## src/sv/assert_macros.svh

```systemverilog
// assertion helpers for clocked properties on clk with synchronous rst
`ifndef ASSERT_MACROS_SVH
`define ASSERT_MACROS_SVH

`ifndef NO_ASSERTIONS

`define CHK_SAME(lbl, ante, cons, msg) \
  lbl: assert property (@(posedge clk) disable iff (rst) (ante) |-> (cons)) else $error(msg);

`define CHK_NEXT(lbl, ante, cons, msg) \
  lbl: assert property (@(posedge clk) disable iff (rst) (ante) |=> (cons)) else $error(msg);

`else

`define CHK_SAME(lbl, ante, cons, msg)

`define CHK_NEXT(lbl, ante, cons, msg)

`endif

`endif

```

## src/sv/tlvnps_pkg.sv

```systemverilog
package tlvnps_pkg;

  localparam int DUMP_MAX_BYTES_DEF = 1024;

  localparam int DATA_W  = 8;
  localparam int PAGES_W = 10;
  localparam int OUT_W   = 2;
  localparam int LEN_W   = 16;
  localparam int SUM_W   = 17;

  localparam logic [DATA_W-1:0] CC_MAGIC = 8'hE1;
  localparam logic [DATA_W-1:0] TLV_PAD  = 8'h00;
  localparam logic [DATA_W-1:0] TLV_TERM = 8'hFE;
  localparam logic [DATA_W-1:0] TLV_LONG = 8'hFF;
  localparam logic [DATA_W-1:0] TLV_MSG  = 8'h03;

  localparam int PREFIX_BYTES = 4;
  localparam int PAGE_SHIFT   = 2;
  localparam int PAGE_BYTES   = 1 << PAGE_SHIFT;
  localparam int CC_PAGE      = 3;

  localparam logic [PAGES_W-1:0] MAX_READ_PAGE_RST = 10'd231;

  localparam logic [OUT_W-1:0] OUT_MSG    = 2'd0;
  localparam logic [OUT_W-1:0] OUT_TERM   = 2'd1;
  localparam logic [OUT_W-1:0] OUT_BAD    = 2'd2;
  localparam logic [OUT_W-1:0] OUT_RANOUT = 2'd3;

  typedef enum logic [2:0] {
    PH_MAGIC,
    PH_PREFIX,
    PH_TYPE,
    PH_LEN,
    PH_EXT_HI,
    PH_EXT_LO,
    PH_SKIP,
    PH_DONE
  } phase_t;

endpackage

```

## src/sv/tlv_ndef_page_need_scanner.sv

```systemverilog
// Scans a type 2 tag dump, one byte per word starting at the capability
// container page, and reports on the word flagged last_byte how many pages from
// page 3 hold the first NDEF message (or the terminator), with an outcome code:
// 0 message, 1 terminator, 2 bad magic or short dump, 3 ran out. Every byte is
// handled in the cycle it is accepted by one pass through the parse logic, so a
// word can be taken on every clock; the only stall comes from the two-deep
// result buffer (output register plus skid), which fills only when the
// consumer holds out_stall across two consecutive dump ends. A result is
// registered into the output register, or into the skid while the output is
// stalled. max_read_page may only be written between dumps.
`include "assert_macros.svh"

module tlv_ndef_page_need_scanner import tlvnps_pkg::*; #(
  parameter int DUMP_MAX_BYTES = DUMP_MAX_BYTES_DEF
) (
  input  logic               clk,
  input  logic               rst,
  input  logic               cfg_write_en,
  input  logic [PAGES_W-1:0] cfg_write_data,
  input  logic               in_valid,
  output logic               in_stall,
  input  logic [DATA_W-1:0]  data_byte,
  input  logic               last_byte,
  output logic               out_valid,
  input  logic               out_stall,
  output logic [PAGES_W-1:0] page_count,
  output logic [OUT_W-1:0]   outcome
);

  localparam int POS_W = $clog2(DUMP_MAX_BYTES + 1);
  localparam int IDX_W = $clog2(DUMP_MAX_BYTES);
  localparam logic [POS_W-1:0] DUMP_END = POS_W'(DUMP_MAX_BYTES);

  logic [PAGES_W-1:0] max_read_page;
  logic [POS_W-1:0]   byte_position, byte_position_next;
  phase_t             parse_phase, parse_phase_next;
  logic [IDX_W-1:0]   type_offset, type_offset_next;
  logic               msg_tlv, msg_tlv_next;
  logic [DATA_W-1:0]  length_high_byte, length_high_byte_next;
  logic [LEN_W-1:0]   skip_remaining, skip_remaining_next;
  logic [PAGES_W-1:0] decided_pages, decided_pages_next;
  logic [OUT_W-1:0]   decided_outcome, decided_outcome_next;

  logic               skid_valid;
  logic [PAGES_W-1:0] skid_pages;
  logic [OUT_W-1:0]   skid_outcome;

  logic               accept;
  logic               res_valid;
  logic [PAGES_W-1:0] res_pages;
  logic [OUT_W-1:0]   res_outcome;
  logic               out_free;

  logic [POS_W-1:0]   after_pos;
  logic [LEN_W-1:0]   vlen;
  logic [SUM_W-1:0]   len_end;
  logic [POS_W-1:0]   msg_end;
  logic [PAGES_W-1:0] msg_pages;
  logic [PAGES_W:0]   limit_wide;
  logic [PAGES_W-1:0] page_limit;

  assign in_stall = skid_valid;
  assign accept   = in_valid && !in_stall;
  assign out_free = !out_valid || !out_stall;

  // length bookkeeping shared by short and extended length forms
  assign after_pos  = byte_position + POS_W'(1);
  assign vlen       = (parse_phase == PH_EXT_LO) ? {length_high_byte, data_byte}
                                                 : LEN_W'(data_byte);
  assign len_end    = SUM_W'(after_pos) + SUM_W'(vlen);
  assign msg_end    = (len_end > SUM_W'(DUMP_END)) ? DUMP_END : POS_W'(len_end);
  assign msg_pages  = PAGES_W'((SUM_W'(msg_end) + SUM_W'(PAGE_BYTES - 1)) >> PAGE_SHIFT);
  assign limit_wide = {1'b0, max_read_page} + (PAGES_W+1)'(1);
  assign page_limit = (limit_wide >= (PAGES_W+1)'(CC_PAGE))
                      ? PAGES_W'(limit_wide - (PAGES_W+1)'(CC_PAGE)) : '0;

  always_comb begin
    byte_position_next    = byte_position;
    parse_phase_next      = parse_phase;
    type_offset_next      = type_offset;
    msg_tlv_next          = msg_tlv;
    length_high_byte_next = length_high_byte;
    skip_remaining_next   = skip_remaining;
    decided_pages_next    = decided_pages;
    decided_outcome_next  = decided_outcome;
    res_valid             = 1'b0;
    res_pages             = '0;
    res_outcome           = OUT_RANOUT;

    if (accept) begin
      if (byte_position < DUMP_END) begin
        byte_position_next = after_pos;
        unique case (parse_phase)
          PH_MAGIC: begin
            if (data_byte != CC_MAGIC) begin
              decided_pages_next   = '0;
              decided_outcome_next = OUT_BAD;
              parse_phase_next     = PH_DONE;
            end else begin
              parse_phase_next = PH_PREFIX;
            end
          end
          PH_PREFIX: begin
            if (after_pos >= POS_W'(PREFIX_BYTES)) begin
              parse_phase_next = PH_TYPE;
            end
          end
          PH_TYPE: begin
            type_offset_next = IDX_W'(byte_position);
            priority if (data_byte == TLV_PAD) begin
            end else if (data_byte == TLV_TERM) begin
              decided_pages_next   = PAGES_W'((byte_position >> PAGE_SHIFT) + POS_W'(1));
              decided_outcome_next = OUT_TERM;
              parse_phase_next     = PH_DONE;
            end else begin
              msg_tlv_next     = (data_byte == TLV_MSG);
              parse_phase_next = PH_LEN;
            end
          end
          PH_LEN, PH_EXT_LO: begin
            priority if (parse_phase == PH_LEN && data_byte == TLV_LONG) begin
              parse_phase_next = PH_EXT_HI;
            end else if (msg_tlv) begin
              decided_pages_next   = (msg_pages > page_limit) ? page_limit : msg_pages;
              decided_outcome_next = OUT_MSG;
              parse_phase_next     = PH_DONE;
            end else if (len_end > SUM_W'(17'h0FFFF)) begin
              decided_pages_next   = '0;
              decided_outcome_next = OUT_RANOUT;
              parse_phase_next     = PH_DONE;
            end else if (vlen == '0) begin
              parse_phase_next = PH_TYPE;
            end else begin
              skip_remaining_next = vlen;
              parse_phase_next    = PH_SKIP;
            end
          end
          PH_EXT_HI: begin
            length_high_byte_next = data_byte;
            parse_phase_next      = PH_EXT_LO;
          end
          PH_SKIP: begin
            skip_remaining_next = skip_remaining - LEN_W'(1);
            if (skip_remaining == LEN_W'(1)) begin
              parse_phase_next = PH_TYPE;
            end
          end
          PH_DONE: begin
          end
          default: begin
          end
        endcase
      end

      if (last_byte) begin
        res_valid = 1'b1;
        priority if (parse_phase_next == PH_DONE) begin
          res_pages   = decided_pages_next;
          res_outcome = decided_outcome_next;
        end else if (byte_position < POS_W'(PREFIX_BYTES)) begin
          res_outcome = OUT_BAD;
        end else begin
          res_outcome = OUT_RANOUT;
        end
        byte_position_next    = '0;
        parse_phase_next      = PH_MAGIC;
        type_offset_next      = '0;
        msg_tlv_next          = 1'b0;
        length_high_byte_next = '0;
        skip_remaining_next   = '0;
        decided_pages_next    = '0;
        decided_outcome_next  = OUT_RANOUT;
      end
    end
  end

  always_ff @(posedge clk) begin
    if (rst) begin
      max_read_page    <= MAX_READ_PAGE_RST;
      byte_position    <= '0;
      parse_phase      <= PH_MAGIC;
      type_offset      <= '0;
      msg_tlv          <= 1'b0;
      length_high_byte <= '0;
      skip_remaining   <= '0;
      decided_pages    <= '0;
      decided_outcome  <= OUT_RANOUT;
    end else begin
      if (cfg_write_en) begin
        max_read_page <= cfg_write_data;
      end
      byte_position    <= byte_position_next;
      parse_phase      <= parse_phase_next;
      type_offset      <= type_offset_next;
      msg_tlv          <= msg_tlv_next;
      length_high_byte <= length_high_byte_next;
      skip_remaining   <= skip_remaining_next;
      decided_pages    <= decided_pages_next;
      decided_outcome  <= decided_outcome_next;
    end
  end

  // output register with a skid stage behind it
  always_ff @(posedge clk) begin
    if (rst) begin
      out_valid  <= 1'b0;
      skid_valid <= 1'b0;
    end else if (out_free) begin
      if (skid_valid) begin
        out_valid  <= 1'b1;
        skid_valid <= 1'b0;
      end else begin
        out_valid <= res_valid;
      end
    end else if (res_valid) begin
      skid_valid <= 1'b1;
    end
  end

  always_ff @(posedge clk) begin
    if (out_free) begin
      if (skid_valid) begin
        page_count <= skid_pages;
        outcome    <= skid_outcome;
      end else if (res_valid) begin
        page_count <= res_pages;
        outcome    <= res_outcome;
      end
    end else if (res_valid) begin
      skid_pages   <= res_pages;
      skid_outcome <= res_outcome;
    end
  end

  `CHK_SAME(a_skid_behind_out, skid_valid, out_valid, "skid holds a word while output is empty")
  `CHK_SAME(a_skip_nonzero, parse_phase == PH_SKIP, skip_remaining != '0,
            "skip phase with nothing left to skip")
  `CHK_SAME(a_fail_zero_pages, out_valid && (outcome == OUT_BAD || outcome == OUT_RANOUT),
            page_count == '0, "failure outcome with nonzero page count")
  `CHK_SAME(a_pos_bound, 1'b1, byte_position <= DUMP_END, "byte position past dump limit")
  `CHK_NEXT(a_last_clears, accept && last_byte,
            parse_phase == PH_MAGIC && byte_position == '0 && type_offset == '0,
            "parser not cleared after end of dump")

endmodule

```

## config.mk

```make
export PLATFORM = sky130hd
export DESIGN_NAME = tlv_ndef_page_need_scanner
export DESIGN_NICKNAME = d
export VERILOG_FILES = /design/src/sv/tlvnps_pkg.sv /design/src/sv/tlv_ndef_page_need_scanner.sv
export VERILOG_INCLUDE_DIRS = /design/src /design/src/sv
export SDC_FILE = /design/constraint.sdc
export NUM_CORES = 1
export LEC_CHECK = 0
export BUFFER_PORTS_ARGS = -buffer_cell sky130_fd_sc_hd__buf_2
export CAP_MARGIN = 20
export CORE_ASPECT_RATIO = 1.25
export CORE_MARGIN = 5
export CORE_UTILIZATION = 62
export DETAILED_ROUTE_END_ITERATION = 7
export PLACE_DENSITY = 0.78
export SLEW_MARGIN = 20
export SYNTH_ARGS = -nofsm -noshare
export SYNTH_HDL_FRONTEND = slang
export SYNTH_SLANG_ARGS = --single-unit
```

## constraint.sdc

```tcl
create_clock -name clk -period 7.7 [get_ports clk]
set_input_delay 0 -clock clk [delete_from_list [all_inputs] [get_ports clk]]
set_output_delay 0 -clock clk [all_outputs]
set_load 0.01 [all_outputs]
```

==> results.py <==
metrics = {
    "status": {
        "status": "completed",
    },
    "clock_tree": {
        "cts.sink_count": 87,
        "clk-insertion-delay-late_ns": 0.35,
        "numCtsBuffers": 9,
        "cts-root-buf": "clkbuf_16",
        "clk_path_buf_depth": 2,
        "post-cts-setup-buffers": 0,
        "htreeDepth": 3,
        "path_clk_slew_ns": 0.07,
        "cts_tree": "built",
    },
    "floorplanning": {
        "fp.coreArea_mm2": 0.0106,
        "io_pins": 38,
        "die-width_um": 103,
        "initial_core_util_pct": 62.9,
        "dieArea_mm2": 0.0129,
        "die_h_um": 126,
        "rows": 42,
    },
    "drt": {
        "dr.pass1.iters": 8,
        "routed_wirelength_um": 20000,
        "drc": 0,
        "viasPerCell": 6.65,
        "drtIter0Drc": 640,
        "dr_total_vias": 6768,
        "ant_nets": 0,
        "routedWlPerCell_um": 19.7,
    },
    "setup_path": {
        "rr_endpoint": "page_count[0]$_DFFE_PP_",
        "crit_path_max_fanout": 10,
        "r2r_start": "byte_position[3]$_SDFFE_PP0P_",
        "cp_data_required_time_ns": 7.81,
        "crit_chain": "ha_1 > nand4_4 > nor2_1 > xor2_1 > ha_1 > a21oi_1 > o22ai_1 > or3_1 > o221ai_2 > o31ai_1 > a211o_1 > or2_0 > nor2_1 > ha_1 > a211oi_1 > a211oi_1 > a221o_1 > and2_1 > and3_1 > a32o_1 > a211o_1 > a32o_1",
        "path_common_cell": "ha_1",
        "worstRegToRegCells": 22,
        "worstSetupPathType": "flop to flop",
        "endpoint_kind": "flop",
        "slowest_delay_ns": 0.53,
        "cp.arrival_ns": 6.48,
        "slowest_stage": "dfxtp_1",
        "cp-start-kind": "flop",
        "r2r_setup_slack_ns": 1.33,
    },
    "finish": {
        "multiInputGateArea_mm2": 0.00436,
        "register_area_mm2": 0.00198,
        "diodes": 0,
        "num-fill-cells": 935,
        "area_growth_pct": 8.53,
        "final_core_util_pct": 68.3,
        "nets": 933,
        "drive_gt1_share_pct": 8.81,
    },
    "sta": {
        "tightest_slew_ns": 0.982,
        "max-slew-margin-rel_pct": 34.3,
        "slew_viol_final": 0,
        "finalHoldViolations": 0,
        "fin_skew_ns": 0.00875,
        "final-setup-viol-count": 0,
        "post-route-period-util_pct": 82.8,
        "fmax_mhz": 157,
        "rsz0062_at_grt": "no",
        "min_period_ns": 6.37,
        "tns_ns": 0,
    },
    "synthesis": {
        "synth_nets": 918,
        "synth_edf_count": 24,
        "netlist_area_mm2": 0.00665,
        "synth_top_area_share_pct": 19.0,
        "ys.flop_type": "dfxtp_1",
        "synth_top_area_cell": "dfxtp_1",
        "ys_types": 79,
        "postSynthAreaPerCell_um2": 7.69,
        "netlist_instances": 865,
        "yosys_warnings": 0,
        "ys_ff_latch": 87,
        "synthArstFlopShare_pct": 0,
        "ys_top_cells_by_area": "dfxtp_1, edfxtp_1, nor2_1",
        "synth-seq-area-share_pct": 29.8,
    },
    "global_routing": {
        "grt_pass1_vias": 6403,
        "grt_first_pass_wirelength_um": 31900,
        "gr-usage-all-layers_pct": 31.1,
        "gr-total-overflow": 0,
        "antenna_found_initial": 0,
        "grt_max_degree": 51,
    },
    "worst_hold_path": {
        "min_from": "data_byte[3]",
        "hp-class": "input pin to flop",
        "min_to": "length_high_byte[3]$_SDFFE_PP0P_",
        "min_delay_path_depth": 3,
    },
    "pwr": {
        "irDropWorstVdd_uv": 103,
        "leakage_nw": 2.82,
        "power_density_mw_per_mm2": 159,
    },
    "place": {
        "numPortBuffers": 37,
        "place.gp.congestion": 0.974,
        "dp_hpwl_um": 14500,
    },
    "run": {
        "drv_cap": 0,
    },
}
[synthesized netlist by cell type, types with 5 or more instances]
cell / number
nor2_1: 114
nand2_1: 97
a21oi_1: 67
dfxtp_1: 63
o21ai_0: 45
nor3_1: 32
clkbuf_1: 31
ha_1: 28
xnor2_1: 28
xor2_1: 25
edfxtp_1: 24
inv_1: 22
nand3_1: 22
a22oi_1: 20
nand4_1: 20
mux2i_1: 15
nor2b_1: 14
buf_2: 12
nand2b_1: 12
nor4_1: 12
and2_1: 11
o31ai_1: 11
a31oi_1: 10
or3_1: 10
a211oi_1: 6
o21ai_1: 6
and3_1: 5
o211ai_1: 5
or4_1: 5
[where the power goes]
group | internal [W] | total, W | switching [W]
logic | 0.0000853 | 0.000232 | 0.000147
clock network | 0.000223 | 0.000420 | 0.000197
registers | 0.000480 | 0.000496 | 0.0000162
total | 0.000788 | 0.00115 | 0.000360
[kinds of logic (layout without fill, tap and decap cells)]
family          Yosys count  in the layout  share of synthesized area [%]
simple gates            376            376                           27.5
flops                    87             87                           29.8
compound gates          230            230                           22.8
mux                      15             15                           2.26
xor+xnor                 54             54                           7.32
buf+inv                  73             93                           4.65
other cells               1              1                         0.0564
fa+ha+maj                29             29                           5.57
[placed cells by master, fill, tap and decap left out, types with 5 or more instances in the layout]
cell type | synthesis | routed
o21ai_0 | 45 | 45
and2_1 | 11 | 11
buf_4 | 3 | 6
nand2b_1 | 12 | 12
or3_1 | 10 | 10
buf_2 | 12 | 37
nand2_1 | 97 | 97
dfxtp_1 | 63 | 63
a31oi_1 | 10 | 10
a21oi_1 | 67 | 66
nand3_1 | 22 | 22
inv_1 | 22 | 22
nor3_1 | 32 | 32
mux2i_1 | 15 | 15
o31ai_1 | 11 | 11
clkbuf_16 | 0 | 9
a211oi_1 | 6 | 6
nor2b_1 | 14 | 14
ha_1 | 28 | 28
and3_1 | 5 | 5
dlygate4sd3_1 | 0 | 11
edfxtp_1 | 24 | 24
o21ai_1 | 6 | 6
xnor2_1 | 28 | 28
a22oi_1 | 20 | 20
nor2_1 | 114 | 114
nor4_1 | 12 | 12
o211ai_1 | 5 | 5
or4_1 | 5 | 5
nand4_1 | 20 | 20
xor2_1 | 25 | 25
[what timing repair did]
item / in CTS / in global routing
hold buffers: 11 / 0
endpoints found under the hold margin: 12 / 0
resized for setup: 0 / 0
[registers in the layout, summed over array words and instances (netlist names)]
| signal | flops |
|---|---|
| out_valid | 1 |
| skid_outcome | 2 |
| length_high_byte | 8 |
| decided_pages | 10 |
| in_stall | 1 |
| byte_position | 11 |
| skip_remaining | 16 |
| decided_outcome | 2 |
| page_count | 10 |
| max_read_page | 10 |
| outcome | 2 |
| skid_pages | 10 |
| parse_phase | 3 |
| msg_tlv | 1 |
[worst max-delay path, delay by kind of cell (launching register included)]
family,cells,cell delay (ns)
and+or+nand+nor,7,1.84
AOI/OAI and AO/OA,11,2.51
xor gates and xnor gates,1,0.26
DFF,1,0.53
adders and majority gates,3,0.97
[stage by stage]
| stage | cell area (µm²) | instances | hold WS [ns] | power, W | worst slack [ns] |
|---|---|---|---|---|---|
| 5_1_grt | 7210 | 1017 | 0.0721 | 0.00120 | 0.977 |
| 4_1_cts | 7210 | 1017 | 0.0199 | 0.00115 | 1.45 |
| 3_3_place_gp | 6820 | 990 | 0.214 | 0.000721 | 1.64 |
| 6_report | 7210 | 1017 | 0.0490 | 0.00115 | 1.33 |
| 2_1_floorplan | 6650 | 865 | 0.129 | 0.000665 | 2.12 |
| 3_5_place_dp | 6820 | 990 | 0.221 | 0.000727 | 1.48 |
[metal layers]
metal  vias up  share of wire (%)  global-route usage (%)
met2       359                 49                    52.4
met1      3150                 38                    36.9
met3        81                7.5                    4.87
met4         0                5.5                    17.3
li1       3178                  -                       -
met5         -                  0                       0
[worst max path at each step]
stage,start,to
after floorplan,byte_position[0]$_SDFFE_PP0P_,page_count[0]$_DFFE_PP_
after global placement,byte_position[3]$_SDFFE_PP0P_,page_count[0]$_DFFE_PP_
after detailed placement,byte_position[2]$_SDFFE_PP0P_,page_count[0]$_DFFE_PP_
after CTS,byte_position[3]$_SDFFE_PP0P_,page_count[0]$_DFFE_PP_
after global routing,byte_position[2]$_SDFFE_PP0P_,page_count[0]$_DFFE_PP_
final,byte_position[3]$_SDFFE_PP0P_,page_count[0]$_DFFE_PP_
[cell type report]
| cell class | count | share of cell area [%] |
|---|---|---|
| multi-input cells | 705 | 60.4 |
| flip-flops and latches | 87 | 27.5 |
| repair buffers | 54 | 4.72 |
| clock buffers | 10 | 3.17 |
| well taps | 132 | 2.29 |
| inverters | 23 | 1.20 |
| clock inverters | 6 | 0.711 |
No activity file was read; power rests on OpenSTA's default activity.
